--- src/sv/cbr_pkg.sv ---
// Shared types, widths and codes of the cubic bisection root finder.
package cbr_pkg;

  localparam int VALUE_WIDTH  = 32;
  localparam int FRAC_BITS    = 16;
  localparam int TOL_W        = 16;
  localparam int CFG_ADDR_W   = 3;
  localparam int LIMB_W       = VALUE_WIDTH;
  localparam int ACC_W        = 4 * VALUE_WIDTH;
  localparam int HORNER_STEPS = 3;
  localparam int STEP_W       = $clog2(HORNER_STEPS);
  localparam int PROD_W       = LIMB_W + 1 + VALUE_WIDTH;

  localparam logic [TOL_W-1:0] TOL_RESET = TOL_W'(66);

  typedef enum logic [CFG_ADDR_W-1:0] {
    REG_COEF_CUBIC  = 3'd0,
    REG_COEF_SQUARE = 3'd1,
    REG_COEF_LINEAR = 3'd2,
    REG_COEF_CONST  = 3'd3,
    REG_WIDTH_TOL   = 3'd4,
    REG_ZERO_BAND   = 3'd5
  } reg_index_t;

  typedef enum logic [1:0] {
    ST_CONVERGED  = 2'd0,
    ST_ZERO_HIT   = 2'd1,
    ST_NO_BRACKET = 2'd2
  } status_t;

  typedef struct packed {
    logic signed [VALUE_WIDTH-1:0] interval_low;
    logic signed [VALUE_WIDTH-1:0] interval_high;
  } in_item_t;

  typedef struct packed {
    logic signed [VALUE_WIDTH-1:0] root;
    status_t                       status;
  } out_item_t;

  typedef struct packed {
    logic signed [VALUE_WIDTH-1:0] coef_cubic;
    logic signed [VALUE_WIDTH-1:0] coef_square;
    logic signed [VALUE_WIDTH-1:0] coef_linear;
    logic signed [VALUE_WIDTH-1:0] coef_const;
    logic [TOL_W-1:0]              width_tolerance;
    logic [TOL_W-1:0]              zero_band;
  } cfg_t;

  typedef struct packed {
    logic busy;
    logic done;
    logic neg;
    logic zero;
  } eval_res_t;

endpackage

--- src/sv/cbr_poly_eval.sv ---
// Horner evaluation of the cubic on one shared limb multiplier, sign and zero-band test.
module cbr_poly_eval import cbr_pkg::*; (
  input  logic                          clk,
  input  logic                          rst,
  input  logic                          eval_req,
  input  logic signed [VALUE_WIDTH-1:0] eval_x,
  input  cfg_t                          cfg,
  output eval_res_t                     res
);

  typedef enum logic [3:0] {
    P_IDLE  = 4'b0001,
    P_MUL   = 4'b0010,
    P_DRAIN = 4'b0100,
    P_CHECK = 4'b1000
  } pstate_t;

  pstate_t                       pstate;
  logic [STEP_W-1:0]             step;
  logic [STEP_W-1:0]             limb;
  logic [STEP_W-1:0]             pp_limb;
  logic                          pp_vld;
  logic signed [VALUE_WIDTH-1:0] x_reg;
  logic signed [ACC_W-1:0]       acc;
  logic signed [ACC_W-1:0]       prod;
  logic signed [PROD_W-1:0]      pp;
  logic                          done;
  logic                          neg;
  logic                          zero;

  logic [LIMB_W-1:0]             limb_bits;
  logic signed [LIMB_W:0]        mul_a;
  logic signed [PROD_W-1:0]      mul_p;
  logic signed [ACC_W-1:0]       pp_shifted;
  logic signed [ACC_W-1:0]       band;
  logic signed [ACC_W-1:0]       band_neg;
  logic                          in_band;

  function automatic logic signed [ACC_W-1:0] sext_coef(logic signed [VALUE_WIDTH-1:0] c);
    return {{(ACC_W-VALUE_WIDTH){c[VALUE_WIDTH-1]}}, c};
  endfunction

  // Term added after Horner multiply s, already at the scale of the product.
  function automatic logic signed [ACC_W-1:0] coef_term(cfg_t c, logic [STEP_W-1:0] s);
    logic signed [ACC_W-1:0] t;
    t = '0;
    case (s)
      STEP_W'(0): t = sext_coef(c.coef_square) << FRAC_BITS;
      STEP_W'(1): t = sext_coef(c.coef_linear) << (2 * FRAC_BITS);
      default:    t = sext_coef(c.coef_const) << (3 * FRAC_BITS);
    endcase
    return t;
  endfunction

  // The top active limb of acc carries the sign, lower limbs are unsigned.
  assign limb_bits  = acc[limb*LIMB_W +: LIMB_W];
  assign mul_a      = {(limb == step) ? limb_bits[LIMB_W-1] : 1'b0, limb_bits};
  assign mul_p      = mul_a * x_reg;
  assign pp_shifted = {{(ACC_W-PROD_W){pp[PROD_W-1]}}, pp} << (LIMB_W * int'(pp_limb));

  assign band     = {{(ACC_W-TOL_W){1'b0}}, cfg.zero_band} << (3 * FRAC_BITS);
  assign band_neg = -band;
  assign in_band  = (acc <= band) && (acc >= band_neg);

  always_ff @(posedge clk) begin
    if (rst) begin
      pstate <= P_IDLE;
      pp_vld <= 1'b0;
      done   <= 1'b0;
    end else begin
      done <= 1'b0;
      unique case (pstate)
        P_IDLE: begin
          if (eval_req) begin
            x_reg  <= eval_x;
            acc    <= sext_coef(cfg.coef_cubic);
            prod   <= coef_term(cfg, STEP_W'(0));
            step   <= '0;
            limb   <= '0;
            pp_vld <= 1'b0;
            pstate <= P_MUL;
          end
        end
        P_MUL: begin
          pp      <= mul_p;
          pp_limb <= limb;
          pp_vld  <= 1'b1;
          if (pp_vld) begin
            prod <= prod + pp_shifted;
          end
          if (limb == step) begin
            pstate <= P_DRAIN;
          end else begin
            limb <= limb + STEP_W'(1);
          end
        end
        P_DRAIN: begin
          acc    <= prod + pp_shifted;
          pp_vld <= 1'b0;
          if (step == STEP_W'(HORNER_STEPS - 1)) begin
            pstate <= P_CHECK;
          end else begin
            step   <= step + STEP_W'(1);
            limb   <= '0;
            prod   <= coef_term(cfg, step + STEP_W'(1));
            pstate <= P_MUL;
          end
        end
        P_CHECK: begin
          done   <= 1'b1;
          neg    <= acc[ACC_W-1];
          zero   <= in_band;
          pstate <= P_IDLE;
        end
        default: pstate <= P_IDLE;
      endcase
    end
  end

  assign res.busy = (pstate != P_IDLE);
  assign res.done = done;
  assign res.neg  = neg;
  assign res.zero = zero;

endmodule

--- src/sv/cubic_bisection_root_core.sv ---
// Bisection root finder for a configured cubic: sequencer, registers and result port.
//
// Usage: write the coefficients, width tolerance and zero band on the cfg_we/cfg_addr/
// cfg_data port while the block is idle; each register takes effect at the write edge.
// An item (interval ends in signed Q16.16) is taken at a clock edge with start high and
// busy low. busy stays high until the result is issued. The result (root, status) is
// marked by done, which is high for exactly one cycle; the receiver cannot stall, and start
// may be raised in the same cycle as done.
// Each evaluation of the cubic runs on one shared limb multiplier in cbr_poly_eval: its
// three Horner steps take 1, 2 and 3 limb products, each followed by a drain, and then a
// band check. The first halving evaluates both ends and the midpoint, every later halving
// only the midpoint, and each halving begins with a width test. A full 32-bit interval at
// the reset tolerance needs 26 halvings. An interval already within tolerance finishes at
// the width test with no evaluation.
// Reset returns the sequencer to idle, drops any item at work and sets the registers to
// their reset values (coefficients zero, tolerance 66, zero band zero).
module cubic_bisection_root_core import cbr_pkg::*; (
  input  logic                   clk,
  input  logic                   rst,
  input  logic                   start,
  output logic                   busy,
  input  in_item_t               operands,
  output logic                   done,
  output out_item_t              result,
  input  logic                   cfg_we,
  input  logic [CFG_ADDR_W-1:0]  cfg_addr,
  input  logic [VALUE_WIDTH-1:0] cfg_data
);

  typedef enum logic [4:0] {
    S_IDLE = 5'b00001,
    S_LOOP = 5'b00010,
    S_WHI  = 5'b00100,
    S_WLO  = 5'b01000,
    S_WMID = 5'b10000
  } state_t;

  state_t                        state;
  cfg_t                          cfg;
  logic signed [VALUE_WIDTH-1:0] lo;
  logic signed [VALUE_WIDTH-1:0] hi;
  logic                          first;
  logic                          fhi_neg;
  logic                          flo_neg;

  logic signed [VALUE_WIDTH:0]   diff;
  logic signed [VALUE_WIDTH:0]   sum;
  logic signed [VALUE_WIDTH:0]   tol_ext;
  logic [TOL_W-1:0]              tol_eff;
  logic signed [VALUE_WIDTH-1:0] mid;
  logic                          go;

  logic                          eval_req;
  logic signed [VALUE_WIDTH-1:0] eval_x;
  eval_res_t                     ev;

  assign tol_eff = (cfg.width_tolerance == '0) ? TOL_W'(1) : cfg.width_tolerance;
  assign tol_ext = {{(VALUE_WIDTH+1-TOL_W){1'b0}}, tol_eff};
  assign diff    = {hi[VALUE_WIDTH-1], hi} - {lo[VALUE_WIDTH-1], lo};
  assign sum     = {hi[VALUE_WIDTH-1], hi} + {lo[VALUE_WIDTH-1], lo};
  assign mid     = sum[VALUE_WIDTH:1];
  assign go      = (diff > tol_ext);
  assign busy    = (state != S_IDLE);

  // Kick the evaluator straight from the sequencer state.
  always_comb begin
    eval_req = 1'b0;
    eval_x   = mid;
    unique case (state)
      S_LOOP: begin
        eval_req = go;
        eval_x   = first ? hi : mid;
      end
      S_WHI: begin
        eval_req = ev.done && !ev.zero;
        eval_x   = lo;
      end
      S_WLO: begin
        eval_req = ev.done && !ev.zero && (ev.neg != fhi_neg);
        eval_x   = mid;
      end
      default: begin
        eval_req = 1'b0;
        eval_x   = mid;
      end
    endcase
  end

  cbr_poly_eval u_eval (
    .clk      (clk),
    .rst      (rst),
    .eval_req (eval_req),
    .eval_x   (eval_x),
    .cfg      (cfg),
    .res      (ev)
  );

  always_ff @(posedge clk) begin
    if (rst) begin
      cfg.coef_cubic      <= '0;
      cfg.coef_square     <= '0;
      cfg.coef_linear     <= '0;
      cfg.coef_const      <= '0;
      cfg.width_tolerance <= TOL_RESET;
      cfg.zero_band       <= '0;
    end else if (cfg_we) begin
      unique case (cfg_addr)
        REG_COEF_CUBIC:  cfg.coef_cubic      <= cfg_data;
        REG_COEF_SQUARE: cfg.coef_square     <= cfg_data;
        REG_COEF_LINEAR: cfg.coef_linear     <= cfg_data;
        REG_COEF_CONST:  cfg.coef_const      <= cfg_data;
        REG_WIDTH_TOL:   cfg.width_tolerance <= cfg_data[TOL_W-1:0];
        REG_ZERO_BAND:   cfg.zero_band       <= cfg_data[TOL_W-1:0];
        default: ;
      endcase
    end
  end

  always_ff @(posedge clk) begin
    if (rst) begin
      state <= S_IDLE;
      done  <= 1'b0;
    end else begin
      done <= 1'b0;
      unique case (state)
        S_IDLE: begin
          if (start) begin
            lo    <= operands.interval_low;
            hi    <= operands.interval_high;
            first <= 1'b1;
            state <= S_LOOP;
          end
        end
        S_LOOP: begin
          if (!go) begin
            done          <= 1'b1;
            result.root   <= lo;
            result.status <= ST_CONVERGED;
            state         <= S_IDLE;
          end else if (first) begin
            state <= S_WHI;
          end else begin
            state <= S_WMID;
          end
        end
        S_WHI: begin
          if (ev.done) begin
            if (ev.zero) begin
              done          <= 1'b1;
              result.root   <= hi;
              result.status <= ST_ZERO_HIT;
              state         <= S_IDLE;
            end else begin
              fhi_neg <= ev.neg;
              state   <= S_WLO;
            end
          end
        end
        S_WLO: begin
          if (ev.done) begin
            if (ev.zero) begin
              done          <= 1'b1;
              result.root   <= lo;
              result.status <= ST_ZERO_HIT;
              state         <= S_IDLE;
            end else if (ev.neg == fhi_neg) begin
              done          <= 1'b1;
              result.root   <= lo;
              result.status <= ST_NO_BRACKET;
              state         <= S_IDLE;
            end else begin
              flo_neg <= ev.neg;
              first   <= 1'b0;
              state   <= S_WMID;
            end
          end
        end
        S_WMID: begin
          if (ev.done) begin
            if (ev.zero) begin
              done          <= 1'b1;
              result.root   <= mid;
              result.status <= ST_ZERO_HIT;
              state         <= S_IDLE;
            end else begin
              // Keep the half that still has the sign change.
              if (ev.neg != flo_neg) begin
                hi <= mid;
              end else begin
                lo      <= mid;
                flo_neg <= ev.neg;
              end
              state <= S_LOOP;
            end
          end
        end
        default: state <= S_IDLE;
      endcase
    end
  end

`ifndef SYNTHESIS
  a_done_idle: assert property (@(posedge clk) disable iff (rst) done |-> !busy)
    else $error("result issued while sequencer still busy");

  a_req_free: assert property (@(posedge clk) disable iff (rst) eval_req |-> !ev.busy)
    else $error("evaluation requested while evaluator busy");

  a_eval_wait: assert property (@(posedge clk) disable iff (rst)
    ev.done |-> (state == S_WHI || state == S_WLO || state == S_WMID))
    else $error("evaluation finished with no one waiting");

  a_status_code: assert property (@(posedge clk) disable iff (rst)
    done |-> (result.status == ST_CONVERGED || result.status == ST_ZERO_HIT ||
              result.status == ST_NO_BRACKET))
    else $error("result status out of range");
`endif

endmodule

--- config.mk ---
export PLATFORM = sky130hd
export DESIGN_NAME = cubic_bisection_root_core
export DESIGN_NICKNAME = d
export VERILOG_FILES = /design/src/sv/cbr_pkg.sv /design/src/sv/cbr_poly_eval.sv /design/src/sv/cubic_bisection_root_core.sv
export SDC_FILE = /design/constraint.sdc
export NUM_CORES = 2
export LEC_CHECK = 0
export BUFFER_PORTS_ARGS = -buffer_cell sky130_fd_sc_hd__buf_4
export CAP_MARGIN = 15
export CORE_MARGIN = 5
export CORE_UTILIZATION = 65
export CTS_CLUSTER_SIZE = 24
export DETAILED_ROUTE_END_ITERATION = 10
export PLACE_DENSITY = 0.82
export SYNTH_ARGS = -nofsm -noshare
export SYNTH_HDL_FRONTEND = slang
export SYNTH_SLANG_ARGS = --single-unit
export TNS_END_PERCENT = 1
--- constraint.sdc ---
create_clock -name clk -period 14.9 [get_ports clk]
set_input_delay 2.98 -clock clk [delete_from_list [all_inputs] [get_ports clk]]
set_output_delay 2.98 -clock clk [all_outputs]
set_load 0.02 [all_outputs]
# After elaboration in Yosys (flattened, before gate mapping)
# Index checks and enable logic that the tools add are counted.
[classes]
n_addsub = 6
mul = 1
n_lt_le_gt_ge = 3
n_eq_ne = 39
shifts = 2
mux = 74
bitwise = 2
n_reduce_logical = 36
[ops]
columns = ["op", "count"]
rows = [
  ["$mux 128", 4],
  ["$pmux 128 s2", 2],
  ["$pmux 128 s3", 1],
  ["$mux 32", 9],
  ["$mux 34", 8],
  ["$pmux 32 s2", 3],
  ["$pmux 34 s4", 1],
  ["$add 128x128->128", 1],
  ["$ge 128x128->1", 1],
  ["$le 128x65->1", 1],
  ["$neg 64->128", 1],
  ["$shiftx 128x8->32", 1],
  ["$shl 128x7->128", 1],
  ["$mul 33x32->65", 1],
  ["$mux 5", 8],
  ["$add 32x32->33", 1],
  ["$gt 33x17->1", 1],
  ["$sub 32x32->33", 1],
  ["$pmux 5 s5", 1],
  ["$ne 2x2->1 const B", 10],
  ["$reduce_and 2->1", 10],
  ["$mux 1", 19],
  ["$reduce_and 6->1", 3],
  ["$logic_not 16->1", 1],
  ["other kinds (43)", 73],
]
[word_totals]
register_bits = 634
in_bits = 103
out_inout_bits = 36
wordCells = 190

# Longest topological paths before layout
[depth]
ltp_word = 6
depth_mapped = 36
ltp_nobuf = 32

# By module
# From an unflattened synthesis, not the netlist that was laid out.
[unflattened]
hier_cells = 8750
area_unflattened_um2 = 79259.8
[modules_own_cells]
columns = ["module", "instances", "cells_per_inst", "area_each_um2", "seq_area_each_um2"]
rows = [
  ["cbr_poly_eval", 1, 6891, 64041.4, 10960.5],
  ["cubic_bisection_root_core", 1, 1859, 15218.3, 6356.1],
]

# Worst setup path before layout
# OpenSTA, ideal clock, no wires.
[synth_path]
kind = "register to register"
start = "register hi[0]"
end = "register u_eval.prod[0] (enable)"
setup_time_ns = 0.772
arrival_ns = 12.196
required_ns = 14.128
setup_slack_ns = 1.932
stages_incl_launch_ff = 23
n_path_buf = 0
synth_period_minus_slack_ns = 12.968
path_cell_list = "edfxtp_1 inv_1 ha_1 inv_1 fa_1 a211oi_2 o21ai_0 a21oi_1 o21bai_1 a21oi_1 xnor2_1 ha_1 nand4_1 a211o_1 a31oi_1 o41ai_1 nand4b_1 nor4_1 nand4_1 o211ai_2 o21a_1 a21o_1 nor3_1"
[synth_via]
elab_chain_len = 5
[synth_lines]
columns = ["element", "line_no", "rtl"]
rows = [
  ["from (decl)", "cubic_bisection_root_core.sv:41", "logic signed [VALUE_WIDTH-1:0] hi;"],
  ["from (signal assigned)", "cubic_bisection_root_core.sv:129", "hi <= operands.interval_high;"],
  ["from (signal assigned)", "cubic_bisection_root_core.sv:188", "hi <= mid;"],
  ["$sub 32x32->33", "cubic_bisection_root_core.sv:59", "assign diff = {hi[VALUE_WIDTH-1], hi} - {lo[VALUE_WIDTH-1], lo};"],
  ["$gt 33x17->1", "cubic_bisection_root_core.sv:62", "assign go = (diff > tol_ext);"],
  ["$pmux 1 s3", "cubic_bisection_root_core.sv:69", "unique case (state)"],
  ["$ne 2x2->1 (no source line)", "-", ""],
  ["$reduce_and 5->1 (no source line)", "-", ""],
  ["to (signal assigned)", "cbr_poly_eval.sv:77", "prod <= coef_term(cfg, STEP_W'(0));"],
  ["to (signal assigned)", "cbr_poly_eval.sv:89", "prod <= prod + pp_shifted;"],
  ["to (signal assigned)", "cbr_poly_eval.sv:105", "prod <= coef_term(cfg, step + STEP_W'(1));"],
  ["to (decl)", "cbr_poly_eval.sv:25", "logic signed [ACC_W-1:0] prod;"],
]
# No other way between the ends.
# A chain may end at the register's enable or synchronous reset.

# Worst setup path in the final report
[layout_path]
start = "register u_eval.limb[1]"
end = "register u_eval.pp[63], data pin"
[layout_via]
elab_chain_len = 3
word_cells_on_any_way = 4
classes_between = "1 x mul; 1 x eq/ne; 1 x shift; 1 x mux"
[layout_lines]
columns = ["element", "line_no", "rtl"]
rows = [
  ["from (decl)", "cbr_poly_eval.sv:20", "logic [STEP_W-1:0] limb;"],
  ["from (signal assigned)", "cbr_poly_eval.sv:94", "limb <= limb + STEP_W'(1);"],
  ["$shiftx 128x8->32 or $eq 2x2->1 (tied branches)", "cbr_poly_eval.sv:56, cbr_poly_eval.sv:57", ""],
  ["$mux 1", "cbr_poly_eval.sv:57", "assign mul_a = {(limb == step) ? limb_bits[LIMB_W-1] : 1'b0, limb_bits};"],
  ["$mul 33x32->65 *", "cbr_poly_eval.sv:58", "assign mul_p = mul_a * x_reg;"],
  ["named net u_eval.mul_p[63]", "cbr_poly_eval.sv:33", "logic signed [PROD_W-1:0] mul_p;"],
  ["to (signal assigned)", "cbr_poly_eval.sv:85", "pp <= mul_p;"],
  ["to (decl)", "cbr_poly_eval.sv:26", "logic signed [PROD_W-1:0] pp;"],
]
# Mark *: on every way through the listed nets, which the timed path passes. The rest lies on a longest branch.

==> out/metrics.cfg <==
[global_route]
grt_util_all_layers_pct = 40.77
antenna_found_initial = 11
grt_first_pass_wirelength_um = 396100
busiest_layer = met2
grtUsageMet2_pct = 62.71
grt_use_met3_pct = 9.836
use_met1_pct = 55.32
grt_pass1_vias = 66510
grt_overflow = 0
grt_max_degree = 135

[setup_path]
start_kind = register
worstSetupEndpointType = register
path_class = reg2reg
crit_start = u_eval.limb[1]$_SDFFCE_PN0P_
required_ns = 15.26
worstPathArrival_ns = 10.81
worstSetupPathDepth = 30
max_stage_delay_ns = 1.23
r2r-start = u_eval.limb[1]$_SDFFCE_PN0P_
critPathSlowestCell = fa_1
path_delay_family = adder cells
path_buf_inv = 9
path_max_fanout = 35
r2r_setup_slack_ns = 4.45
rr_worst_depth = 30
endpoint = u_eval.pp[63]$_DFFE_PP_
timing.critical_path.mode_cell = fa_1
rr_endpoint = u_eval.pp[63]$_DFFE_PP_

[cts]
cts_resized = 0
cts-root-buf = clkbuf_16
tritoncts = yes
htreeDepth = 3
cts_sinks = 634
clkTransAtPathRegs_ns = 0.06
numCtsBuffers = 69
ctsHoldBuffers = 0
cts_setup_buffers = 0
clock_latency_ns = 0.66
ctsLongestPathBuffers = 3

[placement]
dpl_cell_area_um2 = 80830
place.detailed.hpwl_um = 203800
io_buffer_count = 138
gp_congestion = 1.067

[synthesis]
synth_area_um2 = 78780
syn-num-nets = 10400
synth_top_cell_by_area = fa_1
yosys_warnings = 0
synth_area_leaders = fa_1 28%, edfxtp_1 18%, ha_1 7.8%, inv_1 6.2%, nand2_1 5.5%
dominantRegCellSynth = edfxtp_1
synth_most_common_cell = inv_1
synth_top_area_share_pct = 28.33
ys_types = 98
synth_edf_count = 462
yosysSeqAreaShare_pct = 21.98
postSynthAreaPerCell_um2 = 9.068
synth_cells = 8688
synthArstFlopShare_pct = 0
ys_ff_latch = 634
ys_top_cells_by_count = 1311 x inv_1, 1148 x nand2_1, 1115 x fa_1, 597 x a21oi_1, 566 x and2_1

[timing]
max_slew_margin_pct = 16.20
clock.fmax_ghz = 0.09570
worst_pin_slew_ns = 1.222
tns_ns = 0
setup_viol = 0
finalCriticalPeriod_ns = 10.45
finalHoldViolations = 0
drv_slew = 0
fin_skew_ns = 0.06930
fin_crit_sh_pct = 70.13
rsz0062_at_grt = false

[detailed_routing]
drt_pass1_iterations = 8
wire_per_inst_um = 25.46
drt-initial-drc-count = 7979
ant_nets = 0
via_per_inst = 6.348
route.detailed.drc = 0
routed_wl_um = 258900
vias = 64530

[die]
start_util_pct = 65.58
num_rows = 127
core_area_um2 = 120100
ios = 139
dieArea_um2 = 128300
die_h_um = 358.1
die_x_um = 358.1

[final_layout]
largest_register_ffs = 160
design_area_um2 = 83140
area_growth_syn_to_layout_pct = 5.540
regMostFlops = cfg
top_regs = cfg x160, u_eval.acc x128, u_eval.prod x128
final_nets = 10210
final_core_util_pct = 69.21
drive_gt1_share_pct = 5.194

[run_status]
status = complete, no violations

[job]
cap_violations = 0

[worst_hold_path]
min_path_type = reg2reg

==> kinds of logic after synthesis <==
logic type / after synthesis / share of synthesized area [%]
mux: 91 / 1.669
simple gates: 2634 / 15.75
buf+inv: 1811 / 8.654
xor+xnor: 265 / 2.946
fa+ha+maj: 1609 / 36.18
flops: 634 / 21.98
compound gates: 1644 / 12.82
==> per-layer routing <==
layer	up-vias	wire, um
met5	-	151
met4	4	14100
met3	825	29300
met2	3851	115800
met1	31990	99540
li1	27860	-
==> stage by stage <==
| step | std cells | setup WS (ns) | hold slack [ns] |
|---|---|---|---|
| finish | 10170 | 4.450 | 0.4518 |
| global route | 10160 | 3.742 | 0.4725 |
| CTS | 10160 | 4.401 | 0.4515 |
| detailed placement | 10040 | 4.429 | 0.4435 |
| global placement | 10040 | 4.744 | 0.4394 |
| floorplan | 8688 | 1.932 | 0.4244 |
==> worst min path at each step <==
stage	from	end	slack, ns	depth (start not counted)
2_1_floorplan	u_eval.limb[0]$_SDFFCE_PN0P_	u_eval.pp_limb[0]$_DFFE_PP_	0.42	0
3_3_place_gp	cfg[33]$_SDFFE_PP0P_	cfg[33]$_SDFFE_PP0P_	0.44	2
3_5_place_dp	cfg[42]$_SDFFE_PP0P_	cfg[42]$_SDFFE_PP0P_	0.44	2
4_1_cts	cfg[42]$_SDFFE_PP0P_	cfg[42]$_SDFFE_PP0P_	0.45	2
5_1_grt	cfg[113]$_SDFFE_PP0P_	cfg[113]$_SDFFE_PP0P_	0.47	2
6_report	cfg[42]$_SDFFE_PP0P_	cfg[42]$_SDFFE_PP0P_	0.45	2
==> cell type report <==
cell class | instances | area (um^2)
multi-input combinational | 6243 | 54760
timing repair buffer | 237 | 1828
antenna | 5 | 12.51
fill | 9130 | 36990
sequential | 634 | 17320
inverter | 1315 | 4936
clock buffer | 85 | 1838
clock inverter | 35 | 431.7
tap | 1612 | 2017
==> worst reg2reg max path: cells and delay by family, from the launching register on <==
kind	cells	cell delay, ns
AO/OA/AOI/OAI	7	1.42
adder cells (fa/ha/maj)	9	5.32
buffers and inverters	9	2.21
flip-flops	1	0.31
multiplexers	1	0.30
AND/OR/NAND/NOR	4	0.61
==> cell usage in the layout (no fill, tap or decap), types with 70 or more instances in the layout <==
| master | synthesis | routed |
|---|---|---|
| inv_1 | 1311 | 1311 |
| nand2_1 | 1148 | 1147 |
| fa_1 | 1115 | 1114 |
| a21oi_1 | 597 | 597 |
| and2_1 | 566 | 566 |
| ha_1 | 494 | 494 |
| edfxtp_1 | 462 | 462 |
| nor2_1 | 429 | 421 |
| o21ai_0 | 402 | 401 |
| buf_4 | 0 | 233 |
| xnor2_1 | 185 | 185 |
| a21o_1 | 180 | 180 |
| dfxtp_1 | 172 | 172 |
| nand4_1 | 106 | 106 |
| nor3_1 | 107 | 101 |
| xor2_1 | 80 | 80 |
| clkbuf_16 | 0 | 70 |
Power is left out: the tool's default activity adds up to more than one toggle a clock period on the data nets, which glitch-free logic cannot reach.
